## config.mk

```make
export PLATFORM = sky130hd
export DESIGN_NAME = mstt_cell
export DESIGN_NICKNAME = d
export VERILOG_FILES = /design/src/rtl/mstt_pkg.sv /design/src/rtl/mstt_cell.sv
export SDC_FILE = /design/constraint.sdc
export NUM_CORES = 1
export LEC_CHECK = 0
export BUFFER_PORTS_ARGS = -buffer_cell sky130_fd_sc_hd__buf_2
export CORE_UTILIZATION = 25
export DETAILED_ROUTE_END_ITERATION = 6
export MAX_ROUTING_LAYER = met4
export SYNTH_ARGS = -nofsm -noshare
export SYNTH_HDL_FRONTEND = slang
export SYNTH_SLANG_ARGS = --single-unit
```

## constraint.sdc

```tcl
create_clock -name clk_i -period 12.3 [get_ports clk_i]
set_input_delay 0 -clock clk_i [delete_from_list [all_inputs] [get_ports clk_i]]
set_output_delay 0 -clock clk_i [all_outputs]
set_load 0.005 [all_outputs]
```

## src/rtl/mstt_pkg.sv

```systemverilog
// Package for the multi-slot timer table: sizes, item kinds, sequencer states.
// No dependencies.
`timescale 1ns / 1ps
package mstt_pkg;
  localparam int unsigned SLOTS      = 16;
  localparam int unsigned OWNER_BITS = 4;
  localparam int unsigned IDX_W      = $clog2(SLOTS);
  localparam int unsigned CNT_W      = $clog2(SLOTS + 1);

  typedef enum logic [1:0] {
    KIND_SET     = 2'd0,
    KIND_KILL    = 2'd1,
    KIND_PROCESS = 2'd2,
    KIND_NONE    = 2'd3
  } kind_e;

  typedef enum logic [1:0] {
    ST_IDLE = 2'd0,
    ST_SCAN = 2'd1,
    ST_OUT  = 2'd2
  } state_e;

  // Command token handed from cell to cell along the chain.
  typedef struct packed {
    logic                  act;       // a scan is passing this cell
    kind_e                 kind;
    logic [31:0]           now_time;
    logic [30:0]           interval;
    logic                  repeat_req;
    logic [OWNER_BITS-1:0] owner;
    logic                  match_all;
    logic [3:0]            slot;
    logic                  done;      // set already claimed a slot upstream
  } tok_t;

  // Event reported by a cell when the token visits it.
  typedef struct packed {
    logic        hit;     // set claimed / process fired here
    logic [IDX_W-1:0] idx;
  } evt_t;
endpackage

```

## src/rtl/mstt_cell.sv

```systemverilog
// One timer slot of the chain: holds its state and acts on the passing token.
// Depends on mstt_pkg.
`timescale 1ns / 1ps
module mstt_cell (
  input  logic                   clk_i,
  input  logic                   rst_ni,
  input  logic [mstt_pkg::IDX_W-1:0] my_idx_i,
  input  mstt_pkg::tok_t         tok_i,
  output mstt_pkg::tok_t         tok_o,
  output mstt_pkg::evt_t         evt_o
);
  logic                            valid_q, valid_d;
  logic [30:0]                     ival_q, ival_d;
  logic                            rep_q, rep_d;
  logic [mstt_pkg::OWNER_BITS-1:0] own_q, own_d;
  logic [31:0]                     start_q, start_d;
  logic [31:0]                     diff;
  logic                            due, claim, fire, kill;
  mstt_pkg::tok_t                  tok_d;

  // Due check on the wrapping signed elapsed time
  assign diff  = tok_i.now_time - start_q;
  assign due   = valid_q && (tok_i.match_all || own_q == tok_i.owner)
                 && !diff[31] && (diff[30:0] >= ival_q);
  assign claim = tok_i.act && tok_i.kind == mstt_pkg::KIND_SET && !tok_i.done && !valid_q;
  assign fire  = tok_i.act && tok_i.kind == mstt_pkg::KIND_PROCESS && due;
  assign kill  = tok_i.act && tok_i.kind == mstt_pkg::KIND_KILL
                 && tok_i.slot == 4'(my_idx_i);

  always_comb begin
    valid_d = valid_q;
    ival_d  = ival_q;
    rep_d   = rep_q;
    own_d   = own_q;
    start_d = start_q;
    if (claim) begin
      valid_d = 1'b1;
      ival_d  = tok_i.interval;
      rep_d   = tok_i.repeat_req;
      own_d   = tok_i.owner;
      start_d = tok_i.now_time;
    end else if (fire) begin
      if (rep_q) start_d = start_q + {1'b0, ival_q};
      else valid_d = 1'b0;
    end else if (kill) begin
      valid_d = 1'b0;
    end
  end

  always_ff @(posedge clk_i or negedge rst_ni) begin
    if (!rst_ni) begin
      valid_q <= 1'b0;
      ival_q  <= '0;
      rep_q   <= 1'b0;
      own_q   <= '0;
      start_q <= '0;
    end else begin
      valid_q <= valid_d;
      ival_q  <= ival_d;
      rep_q   <= rep_d;
      own_q   <= own_d;
      start_q <= start_d;
    end
  end

  // Outgoing token: mark a set as served once a slot is claimed
  always_comb begin
    tok_d      = tok_i;
    tok_d.done = tok_i.done | claim;
  end

  // Token moves one cell per cycle
  always_ff @(posedge clk_i or negedge rst_ni) begin
    if (!rst_ni) begin
      tok_o <= '0;
    end else begin
      tok_o <= tok_d;
    end
  end

  assign evt_o.hit = claim | fire;
  assign evt_o.idx = my_idx_i;
endmodule

```

# Yosys cells after proc, flatten, opt, wreduce, memory -nomap -nowiden
# Cells that the tools add are included.
# op_classes
n_reduce_logical	20
n_mux	7
n_bitwise	2
magnitude_cmp	1
addsub	2
eq_ne	5
# ops
cell	n
32-bit two-way mux	3
32-bit by 31-bit adder with 32-bit output	1
32-bit subtractor	1
31-bit >= comparator	1
1-bit logical AND	10
4-bit equality test	2
1-bit two-way mux	4
2-bit AND reduction	2
2-bit nonzero test	2
1-bit logical NOT	3
3-bit != test (second input constant)	1
3-bit nonzero test	1
2-bit by 1-bit equality test with 1-bit output (second input constant)	1
2-bit equality test (second input constant)	1
2-bit logical NOT	1
1-bit bitwise OR	2
1-bit logical OR	1
# totals
inputBits	83
register_bits	146

# Depth between registers and ports, before layout
# depth
depth_word	8
ltp_mapped	25
mapped_depth_nobuf	24

# Worst setup path after synthesis
# OpenSTA, ideal clock, no wires.
# synth_path
kind	reg2reg
startpoint	register start_q[2]
endpoint	register start_q[10]
n_path_buf	1
path_stages_with_launch	24
arrival_ps	4470
setup_ps	132
path_slack_ps	7698
cell_sequence	dfrtp_1 > inv_1 > ha_1 > nor2b_1 > o21ai_0 > nand2b_1 > a31oi_1 > o21ai_1 > o41ai_2 > o211ai_1 > a41oi_1 > a21oi_1 > xor2_1 > ha_1 > nand4_1 > nor4_1 > a21oi_1 > nand2_1 > o221a_2 > o31ai_1 > a211oi_4 > buf_6 > mux2i_1 > o21ai_1
# synth_between
elab_chain_len	7
# synth_lines
item	line	rtl
start, declared	mstt_cell.sv:16	logic [31:0] start_q, start_d;
start signal, assigned	mstt_cell.sv:62	start_q <= start_d;
branches (longest 7 deep; another with 32-bit subtractor)	n/a	
# Parallel ways; which one is timed is not known. The select of a mux whose other input is x is not followed.
# A chain may end at the register's enable or synchronous reset.

# Worst setup path in the final report
# layout_path
startpoint	register start_q[1]
endpoint	register start_q[31]
# The elaborated chain is that of the path after synthesis.

==> flow_metrics.env <==
export IMPL_dp_hpwl_mm=18.47
export IMPL_wire_per_inst_um=15.13
export IMPL_dp_cells=1524
export IMPL_critPathLaunchType="register"
export IMPL_synth_edf_count=0
export IMPL_ios=165
export IMPL_track_usage=0.1466
export IMPL_max_freq_mhz=173.8
export IMPL_min_period_ps=5754
export IMPL_hp_start="my_idx_i[0]"
export IMPL_place_gp_congestion=0.8742
export IMPL_dieArea_mm2=0.03605
export IMPL_pre_cts_ws_ps=6530
export IMPL_cts_sinks=146
export IMPL_clockBufferDepth=2
export IMPL_syn_area_per_cell_um2=9.530
export IMPL_fin_nets=1344
export IMPL_yosysWarnings=0
export IMPL_drt_iter0_drc=343
export IMPL_synthFlopType="dfrtp_1"
export IMPL_setup_slack_ps=6546
export IMPL_yosys_top_cells_count="dfrtp_1, nand2_1, ha_1, inv_1, a21oi_1"
export IMPL_placement_io_buffers=164
export IMPL_fin_setup_tns_ps=0
export IMPL_yosysUniqueCellTypes=64
export IMPL_worstMarginPinSlew_ps=949.3
export IMPL_cp_end_kind="register"
export IMPL_root_buffer="clkbuf_16"
export IMPL_path_class="register to register"
export IMPL_post_cts_setup_buffers=0
export IMPL_hold_path_class="input port to register"
export IMPL_hold_violations=0
export IMPL_cpPeakStageDelay_ps=580
export IMPL_period_share=0.4678
export IMPL_vdd_ir_drop_max_mv=0.1241
export IMPL_yosys_top_cells_area="dfrtp_1, ha_1, nand2_1"
export IMPL_synth_area_leader_cell="dfrtp_1"
export IMPL_cts_tree="yes"
export IMPL_die_h_um=189.9
export IMPL_crit_fanout=33
export IMPL_grt_pass1_vias=7332
export IMPL_slew_headroom=0.3671
export IMPL_async_flop_share=1.000
export IMPL_die_w_um=189.9
export IMPL_drt_pre_antenna_iters=5
export IMPL_synth_most_common_cell="dfrtp_1"
export IMPL_grt_max_degree=76
export IMPL_max_cap_violations=0
export IMPL_finalNonFillerCells=1635
export IMPL_synth_ff_latch_count=146
export IMPL_antenna_left=0
export IMPL_p_leak_nw=5.324
export IMPL_core_area_mm2=0.03463
export IMPL_slowest_stage="buf_4"
export IMPL_rsz0062_at_grt="false"
export IMPL_vias=7436
export IMPL_worstSkewPairLatency_ps=450
export IMPL_synth_top_cell_area_share=0.4140
export IMPL_syn_nets=1104
export IMPL_power_per_cell_area_mw_per_mm2=263.0
export IMPL_htreeDepth=4
export IMPL_timing_rr_start="start_q[1]"
export IMPL_status="complete, no violations"
export IMPL_num_rows=68
export IMPL_r2r_slack_ps=6550
export IMPL_syn_to_final_growth_pct=30.53
export IMPL_fillers=3588
export IMPL_gr_total_overflow=0
export IMPL_ys_seq_area_frac=0.4140
export IMPL_numCtsBuffers=17
export IMPL_final_setup_viol_count=0
export IMPL_drive_above_1_share=0.1807
export IMPL_utilization=0.3326
export IMPL_wl_mm=24.74
export IMPL_arrival_ps=6070
export IMPL_start_util=0.2548
export IMPL_finClkSkew_ps=12.14
export IMPL_grt_pass1_wl_mm=39.62
export IMPL_cp_startpoint="start_q[1]"
export IMPL_clkTransAtPathRegs_ps=80
export IMPL_drc=0
export IMPL_cts_resized=0
export IMPL_crit_chain="inv_1 > ha_1 > nor2b_1 > o31a_1 > o41ai_4 > a31oi_2 > and3_1 > nor4_1 > nor4b_1 > o21a_1 > nor2_1 > xnor2_1 > ha_1 > nand4_1 > nor4_1 > a21oi_1 > nand2_1 > o221a_2 > o31ai_1 > a211oi_4 > buf_4 > o221ai_2 > xor2_1 > o21ai_1"
export IMPL_drv_slew=0
export IMPL_antenna_found_initial=1
export IMPL_syn_area_mm2=0.008825
export IMPL_required_ps=12610
export IMPL_routed_via_density=4.548
export IMPL_syn_inst=926
where the power goes:
part           leakage [nW]  total, mW  internal, mW  switching, mW
logic                  3.29       1.79         0.787           1.00
registers              1.74      0.693         0.605         0.0881
clock network         0.293      0.547         0.293          0.254
cell usage in the layout (no fill, tap or decap), drive strengths merged, types with 4 or more instances in the layout:
cell type    instances
nand4               15
o21bai              10
a21oi               66
nand3               12
a41oi                4
mux2i               29
nand2b               9
nor4                 6
a21o                18
nor3                10
o221ai               4
inv                 96
buf                168
a31oi                7
or3                  5
nor2                37
clkbuf              17
and3                 6
nor2b               15
o21ai               92
nand2              110
xnor2               41
xor2                23
o21a                10
dlygate4sd3         78
o211ai               6
dfrtp              146
ha                  93
area by class of cell:
| cell class | count | area (µm²) | share of cell area |
|---|---|---|---|
| inverter | 87 | 326.6 | 0.02835 |
| clock inverter | 15 | 185.2 | 0.01608 |
| timing repair buffer | 246 | 1638 | 0.1422 |
| sequential | 146 | 3654 | 0.3172 |
| clock buffer | 17 | 425.4 | 0.03693 |
| antenna | 1 | 2.502 | 0.0002173 |
| tap | 455 | 569.3 | 0.04942 |
| multi-input combinational | 668 | 4718 | 0.4096 |
path summary, 6_finish.rpt:
path,end,cells after the start
setup reg to reg,start_q[31],24
min in group asynchronous,tok_o[54],2
hold reg to reg,own_q[3],2
setup / recovery,start_q[31],24
max in group asynchronous,tok_o[10],3
hold / removal,valid_q,6
per-stage QoR:
step                      power [mW]  instance area, µm²  hold slack (ps)
after CTS                      3.047               11520            50.26
after floorplan                2.051                8825           -295.6
after global placement         2.424               10120            87.78
after detailed placement       2.458               10120            93.36
final                          3.029               11520            68.47
after global routing           3.322               11520            100.6
metal layers:
metal / part of all wire / up-vias / wire, µm / global-route usage
li1: - / 3726 / - / -
met1: 0.48 / 3546 / 11870 / 0.1905
met2: 0.47 / 141 / 11700 / 0.2316
met3: 0.032 / 23 / 790 / 0.02417
met4: 0.015 / 0 / 380 / 0.04684
met5: 0 / - / 0 / -
sequential cells by signal, summed over array words and instances, names as in the netlist:
name,cells
own_q,4
valid_q,1
rep_q,1
tok_o,77
ival_q,31
start_q,32
critical path: cells and delay by family, from the launching register on:
family / cells / cell delay [ps]
adder cells (fa/ha/maj): 2 / 560
flip-flops: 1 / 440
AND/OR/NAND/NOR: 8 / 1760
XOR/XNOR: 2 / 270
AO/OA/AOI/OAI: 10 / 1900
buffers and inverters: 2 / 700
cell families (layout without fill, tap and decap cells):
logic type,after synthesis,in the layout,share of synthesized area
AOI/OAI and AO/OA,245,245,0.1774
and+or+nand+nor,235,235,0.1238
DFF,146,146,0.4140
buffers and inverters,112,365,0.05203
adders and majority gates,95,95,0.1364
xor gates and xnor gates,64,64,0.06352
muxes,29,29,0.03289
other,0,1,0
repair_timing:
item                                    4_1_cts  5_1_grt
endpoints found under the hold margin       217        0
endpoints found under the setup margin        0        0
hold buffers                                 78        0
Note: power is estimated with default switching activity, not from simulation.
